===== src/hw/rtl/scx3_pkg.sv =====
// Shared types and constants for the Scale3x pixel upscaler.
package scx3_pkg;

    localparam int DEF_MAX_WIDTH  = 256;
    localparam int DEF_MAX_HEIGHT = 1024;

    localparam logic [8:0]  FRAME_WIDTH_RESET  = 9'd128;
    localparam logic [10:0] FRAME_HEIGHT_RESET = 11'd64;

    localparam int PADDR_W = 3;

    localparam logic REG_IDX_WIDTH  = 1'b0;
    localparam logic REG_IDX_HEIGHT = 1'b1;

    localparam logic OP_PIXEL = 1'b0;
    localparam logic OP_FLUSH = 1'b1;

    localparam int QUEUE_DEPTH = 4;
    localparam int QPTR_W      = $clog2(QUEUE_DEPTH);
    localparam int QCNT_W      = $clog2(QUEUE_DEPTH + 1);

    typedef logic [7:0] pix_t;

    typedef struct packed {
        logic op;
        pix_t pixel;
    } in_word_t;

    typedef struct packed {
        pix_t       out_top_left;
        pix_t       out_top_mid;
        pix_t       out_top_right;
        pix_t       out_mid_left;
        pix_t       out_center;
        pix_t       out_mid_right;
        pix_t       out_bot_left;
        pix_t       out_bot_mid;
        pix_t       out_bot_right;
        logic [9:0] center_row;
        logic [7:0] center_col;
        logic       frame_last;
    } out_word_t;

    // masked 3x3 neighbourhood, a b c / d e f / g h i
    typedef struct packed {
        pix_t       a;
        pix_t       b;
        pix_t       c;
        pix_t       d;
        pix_t       e;
        pix_t       f;
        pix_t       g;
        pix_t       h;
        pix_t       i;
        logic [9:0] center_row;
        logic [7:0] center_col;
        logic       frame_last;
    } nbhd_t;

    typedef struct packed {
        logic  valid;
        nbhd_t data;
    } q_push_t;

    typedef struct packed {
        logic              head_valid;
        logic [QCNT_W-1:0] count;
    } q_stat_t;

endpackage


===== src/hw/rtl/scx3_front.sv =====
// Front end: frame counters, line buffer memory and 3x3 window.
module scx3_front
    import scx3_pkg::*;
#(
    parameter int MAX_WIDTH  = DEF_MAX_WIDTH,
    parameter int MAX_HEIGHT = DEF_MAX_HEIGHT
)
(
    input  logic        clk,
    input  logic        rst_n,
    input  logic [8:0]  frame_width,
    input  logic [10:0] frame_height,
    input  logic        restart,
    input  logic        push,
    output logic        full,
    input  in_word_t    din,
    input  q_stat_t     q_stat,
    output q_push_t     q_push
);

    localparam int AW = $clog2(MAX_WIDTH);
    localparam int RW = $clog2(MAX_HEIGHT + 2);

    logic [AW-1:0] w_m1;
    logic [RW-1:0] h_m1;

    logic [AW-1:0] col_reg;
    logic [RW-1:0] row_reg;
    logic [AW-1:0] ecol_reg;
    logic [RW-1:0] erow_reg;

    logic          accept;
    logic          pix_phase;
    logic          proc;
    logic          emit;
    logic          last_e;
    logic [31:0]   row_ext;
    logic [31:0]   col_ext;

    logic          stb_valid_reg;
    logic          stb_emit_reg;
    logic [AW-1:0] stb_q_reg;
    pix_t          stb_sample_reg;
    logic [9:0]    stb_row_reg;
    logic [7:0]    stb_col_reg;
    logic          stb_last_reg;
    logic          stb_top_reg;
    logic          stb_bot_reg;
    logic          stb_left_reg;
    logic          stb_right_reg;
    logic          stb_fwd_reg;
    logic [15:0]   fwd_data_reg;

    logic [15:0]   lb_mem [MAX_WIDTH];
    logic [15:0]   rd_reg;
    logic [15:0]   lb_word;
    logic [15:0]   wr_data;

    pix_t          win_reg  [9];
    pix_t          win_next [9];

    always_comb
    begin
        if (frame_width == '0)
            w_m1 = '0;
        else if (32'(frame_width) > MAX_WIDTH)
            w_m1 = AW'(MAX_WIDTH - 1);
        else
            w_m1 = AW'(frame_width - 9'd1);

        if (frame_height == '0)
            h_m1 = '0;
        else if (32'(frame_height) > MAX_HEIGHT)
            h_m1 = RW'(MAX_HEIGHT - 1);
        else
            h_m1 = RW'(frame_height - 11'd1);
    end

    assign full = ({1'b0, q_stat.count} + (QCNT_W + 1)'(stb_emit_reg))
                  >= (QCNT_W + 1)'(QUEUE_DEPTH);

    assign accept    = push && !full;
    assign pix_phase = (row_reg <= h_m1);
    assign proc      = accept && !(pix_phase && (din.op == OP_FLUSH));
    // first W+1 items of a frame only prime the buffers
    assign emit      = (row_reg > RW'(1)) || ((row_reg == RW'(1)) && (col_reg != '0));
    assign last_e    = (erow_reg == h_m1) && (ecol_reg == w_m1);
    assign row_ext   = 32'(erow_reg);
    assign col_ext   = 32'(ecol_reg);

    always_ff @(posedge clk or negedge rst_n)
    begin
        if (!rst_n)
        begin
            col_reg  <= '0;
            row_reg  <= '0;
            ecol_reg <= '0;
            erow_reg <= '0;
        end
        else if (restart)
        begin
            col_reg  <= '0;
            row_reg  <= '0;
            ecol_reg <= '0;
            erow_reg <= '0;
        end
        else if (proc)
        begin
            if (emit && last_e)
            begin
                col_reg  <= '0;
                row_reg  <= '0;
                ecol_reg <= '0;
                erow_reg <= '0;
            end
            else
            begin
                if (col_reg == w_m1)
                begin
                    col_reg <= '0;
                    row_reg <= row_reg + RW'(1);
                end
                else
                begin
                    col_reg <= col_reg + AW'(1);
                end
                if (emit)
                begin
                    if (ecol_reg == w_m1)
                    begin
                        ecol_reg <= '0;
                        erow_reg <= erow_reg + RW'(1);
                    end
                    else
                    begin
                        ecol_reg <= ecol_reg + AW'(1);
                    end
                end
            end
        end
    end

    always_ff @(posedge clk or negedge rst_n)
    begin
        if (!rst_n)
        begin
            stb_valid_reg <= 1'b0;
            stb_emit_reg  <= 1'b0;
        end
        else
        begin
            stb_valid_reg <= proc;
            stb_emit_reg  <= proc && emit;
        end
    end

    always_ff @(posedge clk)
    begin
        if (proc)
        begin
            stb_q_reg      <= col_reg;
            stb_sample_reg <= pix_phase ? din.pixel : '0;
            stb_row_reg    <= row_ext[9:0];
            stb_col_reg    <= col_ext[7:0];
            stb_last_reg   <= last_e;
            stb_top_reg    <= (erow_reg == '0);
            stb_bot_reg    <= (erow_reg == h_m1);
            stb_left_reg   <= (ecol_reg == '0);
            stb_right_reg  <= (ecol_reg == w_m1);
            // entry being written this cycle is read back stale
            stb_fwd_reg    <= stb_valid_reg && (stb_q_reg == col_reg);
            fwd_data_reg   <= wr_data;
        end
    end

    always_ff @(posedge clk)
    begin
        if (proc)
            rd_reg <= lb_mem[col_reg];
    end

    always_ff @(posedge clk)
    begin
        if (stb_valid_reg)
            lb_mem[stb_q_reg] <= wr_data;
    end

    assign lb_word = stb_fwd_reg ? fwd_data_reg : rd_reg;
    assign wr_data = {lb_word[7:0], stb_sample_reg};

    always_comb
    begin
        for (int k = 0; k < 3; k++)
        begin
            win_next[3*k]     = win_reg[3*k + 1];
            win_next[3*k + 1] = win_reg[3*k + 2];
        end
        win_next[2] = lb_word[15:8];
        win_next[5] = lb_word[7:0];
        win_next[8] = stb_sample_reg;
    end

    always_ff @(posedge clk or negedge rst_n)
    begin
        if (!rst_n)
        begin
            for (int k = 0; k < 9; k++)
                win_reg[k] <= '0;
        end
        else if (stb_valid_reg)
        begin
            for (int k = 0; k < 9; k++)
                win_reg[k] <= win_next[k];
        end
    end

    always_comb
    begin
        q_push.valid = stb_emit_reg;
        q_push.data.a = (stb_top_reg || stb_left_reg)  ? '0 : win_next[0];
        q_push.data.b = stb_top_reg                    ? '0 : win_next[1];
        q_push.data.c = (stb_top_reg || stb_right_reg) ? '0 : win_next[2];
        q_push.data.d = stb_left_reg                   ? '0 : win_next[3];
        q_push.data.e = win_next[4];
        q_push.data.f = stb_right_reg                  ? '0 : win_next[5];
        q_push.data.g = (stb_bot_reg || stb_left_reg)  ? '0 : win_next[6];
        q_push.data.h = stb_bot_reg                    ? '0 : win_next[7];
        q_push.data.i = (stb_bot_reg || stb_right_reg) ? '0 : win_next[8];
        q_push.data.center_row = stb_row_reg;
        q_push.data.center_col = stb_col_reg;
        q_push.data.frame_last = stb_last_reg;
    end

endmodule


===== src/hw/rtl/scx3_queue.sv =====
// Short queue of neighbourhoods between front end and rule stage.
module scx3_queue
    import scx3_pkg::*;
(
    input  logic    clk,
    input  logic    rst_n,
    input  q_push_t q_push,
    input  logic    q_pop,
    output nbhd_t   head,
    output q_stat_t q_stat
);

    nbhd_t             entry_reg [QUEUE_DEPTH];
    logic [QPTR_W-1:0] wr_ptr_reg;
    logic [QPTR_W-1:0] rd_ptr_reg;
    logic [QCNT_W-1:0] count_reg;
    logic              do_pop;

    assign do_pop = q_pop && (count_reg != '0);

    always_ff @(posedge clk)
    begin
        if (q_push.valid)
            entry_reg[wr_ptr_reg] <= q_push.data;
    end

    always_ff @(posedge clk or negedge rst_n)
    begin
        if (!rst_n)
        begin
            wr_ptr_reg <= '0;
            rd_ptr_reg <= '0;
            count_reg  <= '0;
        end
        else
        begin
            if (q_push.valid)
                wr_ptr_reg <= (wr_ptr_reg == QPTR_W'(QUEUE_DEPTH - 1)) ? '0
                                                                       : wr_ptr_reg + QPTR_W'(1);
            if (do_pop)
                rd_ptr_reg <= (rd_ptr_reg == QPTR_W'(QUEUE_DEPTH - 1)) ? '0
                                                                       : rd_ptr_reg + QPTR_W'(1);
            if (q_push.valid && !do_pop)
                count_reg <= count_reg + QCNT_W'(1);
            else if (!q_push.valid && do_pop)
                count_reg <= count_reg - QCNT_W'(1);
        end
    end

    assign head              = entry_reg[rd_ptr_reg];
    assign q_stat.head_valid = (count_reg != '0);
    assign q_stat.count      = count_reg;

endmodule


===== src/hw/rtl/scx3_back.sv =====
// Back end: Scale3x rules and the output register.
module scx3_back
    import scx3_pkg::*;
(
    input  logic      clk,
    input  logic      rst_n,
    input  nbhd_t     head,
    input  q_stat_t   q_stat,
    output logic      q_pop,
    input  logic      pop,
    output logic      empty,
    output out_word_t dout
);

    logic      out_valid_reg;
    out_word_t dout_reg;
    out_word_t blk;
    logic      load;

    always_comb
    begin
        blk.out_top_left  = head.e;
        blk.out_top_mid   = head.e;
        blk.out_top_right = head.e;
        blk.out_mid_left  = head.e;
        blk.out_center    = head.e;
        blk.out_mid_right = head.e;
        blk.out_bot_left  = head.e;
        blk.out_bot_mid   = head.e;
        blk.out_bot_right = head.e;
        if ((head.b != head.h) && (head.d != head.f))
        begin
            if (head.d == head.b)
                blk.out_top_left = head.d;
            if (((head.d == head.b) && (head.e != head.c))
                || ((head.b == head.f) && (head.e != head.a)))
                blk.out_top_mid = head.b;
            if (head.b == head.f)
                blk.out_top_right = head.f;
            if (((head.d == head.b) && (head.e != head.g))
                || ((head.d == head.h) && (head.e != head.a)))
                blk.out_mid_left = head.d;
            if (((head.b == head.f) && (head.e != head.i))
                || ((head.h == head.f) && (head.e != head.c)))
                blk.out_mid_right = head.f;
            if (head.d == head.h)
                blk.out_bot_left = head.d;
            if (((head.d == head.h) && (head.e != head.i))
                || ((head.h == head.f) && (head.e != head.g)))
                blk.out_bot_mid = head.h;
            if (head.h == head.f)
                blk.out_bot_right = head.f;
        end
        blk.center_row = head.center_row;
        blk.center_col = head.center_col;
        blk.frame_last = head.frame_last;
    end

    assign load  = q_stat.head_valid && (!out_valid_reg || pop);
    assign q_pop = load;

    always_ff @(posedge clk or negedge rst_n)
    begin
        if (!rst_n)
            out_valid_reg <= 1'b0;
        else if (load)
            out_valid_reg <= 1'b1;
        else if (pop)
            out_valid_reg <= 1'b0;
    end

    always_ff @(posedge clk)
    begin
        if (load)
            dout_reg <= blk;
    end

    assign empty = !out_valid_reg;
    assign dout  = dout_reg;

endmodule


===== src/hw/rtl/scale3x_pixel_upscaler_core.sv =====
// Top level of the Scale3x pixel upscaler: register port and block wiring.
//
// Input queue side: din carries op and pixel; a word is taken on a clock
// edge with push high and full low. Pixels arrive in raster order, frame
// size set by frame_width (0x0) and frame_height (0x4) on the APB port.
// Output queue side: dout holds the oldest 3x3 block while empty is low; it
// is taken on a clock edge with pop high.
// Each block is centred on the pixel W+1 words earlier; W+1 flush words after
// the last pixel drain the bottom row. A block is held in the front end's
// staging registers, then the queue, then the output register that drives dout.
// One word per clock is taken while full is low; the line buffer RAM has one
// read and one write port, read at accept and written in the cycle after, with
// a bypass when the same column is read straight back.
// When the output is not popped, full rises once five block-producing words
// are held (one in the output register, four queued); nothing is dropped.
// Reset returns the registers to 128 x 64, empties the pipeline and starts a
// new frame; line buffer contents are left as they were and never observed.
// A register write also restarts the frame.
module scale3x_pixel_upscaler_core
    import scx3_pkg::*;
#(
    parameter int MAX_WIDTH  = DEF_MAX_WIDTH,
    parameter int MAX_HEIGHT = DEF_MAX_HEIGHT
)
(
    input  logic               clk,
    input  logic               rst_n,
    input  logic               psel,
    input  logic               penable,
    input  logic               pwrite,
    input  logic [PADDR_W-1:0] paddr,
    input  logic [31:0]        pwdata,
    output logic [31:0]        prdata,
    output logic               pready,
    input  logic               push,
    output logic               full,
    input  in_word_t           din,
    output logic               empty,
    input  logic               pop,
    output out_word_t          dout
);

    logic [8:0]  width_reg;
    logic [10:0] height_reg;
    logic        cfg_wr;

    q_push_t     q_push;
    q_stat_t     q_stat;
    nbhd_t       q_head;
    logic        q_pop;

    assign pready = 1'b1;
    assign cfg_wr = psel && penable && pwrite && pready;

    always_ff @(posedge clk or negedge rst_n)
    begin
        if (!rst_n)
        begin
            width_reg  <= FRAME_WIDTH_RESET;
            height_reg <= FRAME_HEIGHT_RESET;
        end
        else if (cfg_wr)
        begin
            unique case (paddr[2])
                REG_IDX_WIDTH:  width_reg  <= pwdata[8:0];
                REG_IDX_HEIGHT: height_reg <= pwdata[10:0];
                default: ;
            endcase
        end
    end

    always_comb
    begin
        unique case (paddr[2])
            REG_IDX_WIDTH:  prdata = {23'b0, width_reg};
            REG_IDX_HEIGHT: prdata = {21'b0, height_reg};
            default:        prdata = '0;
        endcase
    end

    scx3_front #(
        .MAX_WIDTH  (MAX_WIDTH),
        .MAX_HEIGHT (MAX_HEIGHT)
    ) u_front (
        .clk          (clk),
        .rst_n        (rst_n),
        .frame_width  (width_reg),
        .frame_height (height_reg),
        .restart      (cfg_wr),
        .push         (push),
        .full         (full),
        .din          (din),
        .q_stat       (q_stat),
        .q_push       (q_push)
    );

    scx3_queue u_queue (
        .clk    (clk),
        .rst_n  (rst_n),
        .q_push (q_push),
        .q_pop  (q_pop),
        .head   (q_head),
        .q_stat (q_stat)
    );

    scx3_back u_back (
        .clk    (clk),
        .rst_n  (rst_n),
        .head   (q_head),
        .q_stat (q_stat),
        .q_pop  (q_pop),
        .pop    (pop),
        .empty  (empty),
        .dout   (dout)
    );

endmodule


===== config.mk =====
export PLATFORM = sky130hd
export DESIGN_NAME = scale3x_pixel_upscaler_core
export DESIGN_NICKNAME = d
export VERILOG_FILES = /design/src/hw/rtl/scx3_pkg.sv /design/src/hw/rtl/scx3_front.sv /design/src/hw/rtl/scx3_queue.sv /design/src/hw/rtl/scx3_back.sv /design/src/hw/rtl/scale3x_pixel_upscaler_core.sv
export SDC_FILE = /design/constraint.sdc
export NUM_CORES = 2
export LEC_CHECK = 0
export ABC_AREA = 1
export BUFFER_PORTS_ARGS = -buffer_cell sky130_fd_sc_hd__buf_2
export CAP_MARGIN = 20
export CORE_MARGIN = 8
export CORE_UTILIZATION = 30
export DETAILED_ROUTE_END_ITERATION = 10
export SYNTH_ARGS = -nofsm -noshare
export SYNTH_HDL_FRONTEND = slang
export SYNTH_MEMORY_MAX_BITS = 65536
export SYNTH_SLANG_ARGS = --single-unit

===== constraint.sdc =====
create_clock -name clk -period 14.5 [get_ports clk]
set_clock_uncertainty 0.1 [all_clocks]
set_input_delay 2.9 -clock clk [delete_from_list [all_inputs] [get_ports clk]]
set_output_delay 2.9 -clock clk [all_outputs]
set_load 0.03 [all_outputs]

After elaboration in Yosys (flattened, before gate mapping) --
Memories as Yosys holds them, arrays and structs flattened. A register that Yosys moved wholly into a read port is not among the register bits. Index checks and enable logic that the tools add are counted. W data, S select, Z words.
Storage, ports and cells: memories kept 2, output and inout bits 126, register bits 263, bits of input ports 51, word-level logic and storage cells 184, RAM bits 4460
Operators by class: multiplexer cells 52, add/subtract/negate cells 11, eq/ne operators 17, bitwise logic cells 1, order comparisons 5, reductions and logical operators 55
Memories:
- u_front.lb_mem | depth 256, width 16, read ports 1, clocked after Yosys merged registers in 1, write ports 1, line scx3_front.sv:54 | logic [15:0] lb_mem [MAX_WIDTH];
- u_queue.entry_reg | depth 4, width 91, read ports 1, clocked after Yosys merged registers in 0, write ports 1, line scx3_queue.sv:13 | nbhd_t entry_reg [QUEUE_DEPTH];
Operator list (count):
- $mux W8 | 27
- $mux W11 | 11
- $mux W32 | 2
- $pmux W32 S2 | 1
- $eq A8 B8 Y1 | 7
- $ne A8 B8 Y1 | 6
- $logic_and A1 B1 Y1 | 23
- $add A11 B1 Y11 const B | 2
- $logic_not A11 Y1 | 2
- $add A8 B1 Y8 const B | 2
- $mux W16 | 1
- $reduce_bool A3 Y1 | 4
- $eq A11 B1 Y1 const B | 1
- $eq A11 B11 Y1 | 1
- $gt A11 B1 Y1 const B | 1
- $gt A11 B11 Y1 const B | 1
- $le A11 B11 Y1 | 1
- $sub A11 B1 Y11 const B | 1
- $logic_or A1 B1 Y1 | 10
- $gt A9 B9 Y1 const B | 1
- $logic_not A9 Y1 | 1
- $logic_not A8 Y1 | 1
- $reduce_and A2 Y1 | 4
- $reduce_bool A8 Y1 | 1
- other kinds (14) | 29

Logic depth before layout (Yosys ltp) --
word-level depth 9, depth in mapped cells 25, mapped depth without buffers 24

By module --
Synthesis repeated with hierarchy kept, for this count alone.
Unflattened totals: cell total of the unflattened synthesis 14898, area, all modules 189470.5 um^2
By module, submodules not included:
- scx3_front | cells each 12951, instances 1, area each 167933.6 um^2, sequential area each 127362.2 um^2
- scx3_queue | cells each 1115, instances 1, area each 15104.5 um^2, sequential area each 11105.7 um^2
- scx3_back | cells each 684, instances 1, area each 5311.3 um^2, sequential area each 2757.6 um^2
- scale3x_pixel_upscaler_core | cells each 148, instances 1, area each 1121.1 um^2, sequential area each 503.0 um^2

Worst setup path before layout --
Ideal clock, no wire load.
path type input-to-reg, start point input pop, end point register u_queue.count_reg[1], stages on the path 8, slack 5.216 ns, setup time 0.123 ns, arrival 9.061 ns, path through nor2_1 > a31oi_1 > inv_1 > ha_1 > inv_1 > fa_1 > nor2_1 > a21oi_1
Between the ends: cells in the longest elaborated chain, start to end 6, elaborated cells on any way between the ends 8, classes of those cells 1 x mux; 7 x reduce/logical
RTL lines:
- start: declaration | line scale3x_pixel_upscaler_core.sv:39 | input logic pop,
- $logic_or A1 B1 Y1 * | line scx3_back.sv:59 | assign load = q_stat.head_valid && (!out_valid_reg || pop);
- $logic_and A1 B1 Y1 * | line scx3_back.sv:59
- via q_pop | line scale3x_pixel_upscaler_core.sv:50 | logic q_pop;
- $logic_and A1 B1 Y1 * | line scx3_queue.sv:19 | assign do_pop = q_pop && (count_reg != '0);
- $logic_not A1 Y1 | line scx3_queue.sv:43 | if (q_push.valid && !do_pop)
- $logic_and A1 B1 Y1 | line scx3_queue.sv:43
- $mux W3 / $reduce_bool A2 Y1 (equally long branches)
- end signal: assignment | line scx3_queue.sv:44 | count_reg <= count_reg + QCNT_W'(1);
- end signal: assignment | line scx3_queue.sv:46 | count_reg <= count_reg - QCNT_W'(1);
- end: declaration | line scx3_queue.sv:16 | logic [QCNT_W-1:0] count_reg;
The timed path passes the listed nets; every way through them passes the cells marked *. A chain may end at the register's enable or synchronous reset.

Worst setup path after layout --
start point input paddr[2], end point output prdata[4]
Between the ends: cells in the longest elaborated chain, start to end 2
RTL lines:
- start: declaration | line scale3x_pixel_upscaler_core.sv:31 | input logic [PADDR_W-1:0] paddr,
- $not A1 Y1 (no source line)
- $pmux W32 S2 * | line scale3x_pixel_upscaler_core.sv:74 | unique case (paddr[2])
- end: declaration | line scale3x_pixel_upscaler_core.sv:33 | output logic [31:0] prdata,
Mark *: on every way between the ends. The rest lies on a longest branch, timed or not. The select of a mux whose other input is x is not followed.

==> impl_metrics.tcl <==
set metrics [dict create \
    fin_ws_ns 7.77 \
    pre_cts_slack_ns 7.78 \
    setup_tns_ns 0 \
    grt_usage_pct 16.0 \
    ir_drop_v 0.000136 \
    dieArea_sq_um 655000 \
    clk_pin_slew_worst_paths_ns 0.06 \
    synth.avg_cell_area_sq_um 12.9 \
    area_growth_pct 13.9 \
    clock_path_buffers 4 \
    rsz0062_at_grt "false" \
    drc 0 \
    max_freq_mhz 149 \
    min_period_over_period_pct 46.4 \
    holdBufCountCts 0 \
    synth_seq_area_share_pct 75.1 \
    postCtsSetupRepairBufs 0 \
    grt_max_degree 185 \
    final_net_count 14800 \
    io_pins 177 \
    yosys_register_bits 4739 \
    die_h_microns 809 \
    grt_pass1_vias 112000 \
    core_sq_um 627000 \
    gr-total-overflow 0 \
    path_class "input port to output pin" \
    num_vias 122000 \
    post-synth-top-area-cell "edfxtp_1" \
    worst_slew_pin_slew_ns 1.24 \
    powerDensity_nw_per_um2 188 \
    maxCapViolations 0 \
    start_util_pct 30.1 \
    synth_flop_cell "edfxtp_1" \
    cts_made_buffers 464 \
    routedWlPerCell_microns 23.6 \
    cts_tree "built" \
    setup_violations 0 \
    worstPathArrival_ns 3.73 \
    final-hold-violation-count 0 \
    postCtsResizedCells 0 \
    syn_inst 14700 \
    cts_root_buf "clkbuf_16" \
    critPathLaunchType "input port" \
    synthArstFlopShare_pct 2.45 \
    hp-class "flop to flop" \
    hold_path_depth 0 \
    yosys_warnings 0 \
    run_status "completed" \
    cts.sinks 4739 \
    grt_pass1_wl_mm 795 \
    place_congestion 0.878 \
    drive_above_1_share_pct 9.65 \
    clk_latency_ns 1.03 \
    layout_min_cycle_time_ns 6.73 \
    r2r_cells 12 \
    antenna_found_initial 23 \
    fp-row-count 291 \
    first_pass_iters 6 \
    nFillCells 60500 \
    hold_ws_ns 0.359 \
    ant_nets 0 \
    synth_top_area_share_pct 73.5 \
    post-route-util_pct 34.3 \
    critPathRequiredTime_ns 11.50 \
    power_leakage_uw 0.0691 \
    critPathMaxFanout 18 \
    drt_iter0_drc 16000 \
    finalMaxSlewViolations 0 \
    dpl.hpwl_mm 313 \
    drt-total-wl_mm 554 \
    synth_area_leaders "edfxtp_1 (74%), o21ai_0 (6.3%), nor2_1 (5.5%)" \
    cp-end-kind "output pin" \
    routed_via_density 5.19 \
    synth_edf_count 4623 \
    largest_reg_flops 4096 \
    port_buffers 131 \
    yosysUniqueCellTypes 66 \
    die_w_microns 809 \
    synth_area_sq_um 189000 \
    relSlewSlack_pct 17.3 \
    htreeDepth 5 \
]
## synthesized netlist by cell type, drive strengths merged, types with 9 or more instances
| cell | number |
|---|---|
| o21ai | 2392 |
| o21bai | 9 |
| clkbuf | 734 |
| nor2 | 2784 |
| a22o | 31 |
| o211ai | 225 |
| nor3 | 25 |
| a31oi | 30 |
| nand2 | 1257 |
| xnor2 | 18 |
| inv | 301 |
| mux2i | 11 |
| buf | 279 |
| a21oi | 205 |
| nand4 | 47 |
| edfxtp | 4623 |
| or2 | 11 |
| o221ai | 197 |
| nand3 | 503 |
| o22ai | 707 |
| dfrtp | 114 |
| ha | 27 |
| xor2 | 80 |
## worst paths after layout
kind	to	startpoint	slack, ns
max	prdata[4]	paddr[2]	7.77
min	u_queue.entry_reg[3][2]$_DFFE_PP_	u_front.stb_col_reg[1]$_DFFE_PP_	0.36
max reg2reg	u_front.rd_reg[4]$_DFFE_PP_	u_front.col_reg[0]$_DFFE_PN0P_	8.38
min reg2reg	u_queue.entry_reg[3][2]$_DFFE_PP_	u_front.stb_col_reg[1]$_DFFE_PP_	0.36
max in group asynchronous	u_front.col_reg[5]$_DFFE_PN0P_	rst_n	11.14
min in group asynchronous	u_queue.rd_ptr_reg[1]$_DFFE_PN0P_	rst_n	1.75
## cells by family (layout without fill, tap and decap cells)
family | count (synthesis) | in the layout | synth area share, %
adder cells (fa/ha/maj) | 28 | 28 | 0.190
flip-flops | 4739 | 4739 | 75.1
XOR/XNOR | 98 | 98 | 0.455
multiplexers | 12 | 12 | 0.0643
AO/OA/AOI/OAI | 3826 | 3826 | 11.5
buffers and inverters | 1316 | 1774 | 2.89
other | 2 | 31 | 0.00398
AND/OR/NAND/NOR | 4645 | 4645 | 9.83
## layer usage
metal | vias up | part of all wire [%] | global-route usage (%) | wire (microns)
li1 | 54100 | - | - | -
met1 | 61100 | 42 | 22.4 | 231000
met5 | - | 0.0072 | 0 | 40
met3 | 920 | 9.8 | 3.15 | 54500
met2 | 5756 | 45 | 24.5 | 247000
met4 | 6 | 3.9 | 6.00 | 21700
## cell usage in the layout, fill, tap and decap left out, types with 47 or more instances in the layout
| cell | n |
|---|---|
| o21ai_0 | 2357 |
| clkinv_2 | 97 |
| o22ai_1 | 707 |
| buf_2 | 130 |
| xor2_1 | 80 |
| nor2_2 | 58 |
| edfxtp_1 | 4623 |
| buf_4 | 442 |
| o211ai_1 | 225 |
| nor2_1 | 2719 |
| clkinv_1 | 105 |
| a21oi_1 | 204 |
| clkbuf_1 | 86 |
| inv_1 | 272 |
| clkbuf_16 | 470 |
| o221ai_1 | 197 |
| nand2_1 | 1216 |
| nand3_1 | 497 |
| nand4_1 | 47 |
| dfrtp_1 | 105 |
## critical path: stages
cell	delay (ns)
buf_2	0.25
inv_1	0.15
o21ai_0	0.20
buf_2	0.23
## cell type report
class | instances | area (sq um) | share of cell area, %
well taps | 8350 | 10400 | 4.86
multi-input cells | 8632 | 41900 | 19.5
clock inverters | 295 | 2840 | 1.32
repair buffers | 608 | 4630 | 2.15
flip-flops and latches | 4739 | 142000 | 65.9
clock buffers | 568 | 12200 | 5.70
inverters | 303 | 1260 | 0.584
diodes | 8 | 20.0 | 0.00931
## stage by stage
| stage | total power (uW) | cells | area (sq um) |
|---|---|---|---|
| 6_report | 40500 | 23500 | 215000 |
| 5_1_grt | 42100 | 23500 | 215000 |
| 4_1_cts | 40500 | 23500 | 215000 |
| 3_5_place_dp | 28600 | 22600 | 200000 |
| 3_3_place_gp | 28500 | 22600 | 200000 |
| 2_1_floorplan | 24000 | 14700 | 189000 |
## power by group
group          switching (uW)  total (uW)  internal (uW)
combinational            9330       12300           3010
sequential                297       16200          15900
clock                    5240       12000           6780
Power figures use the tool's default switching activity.
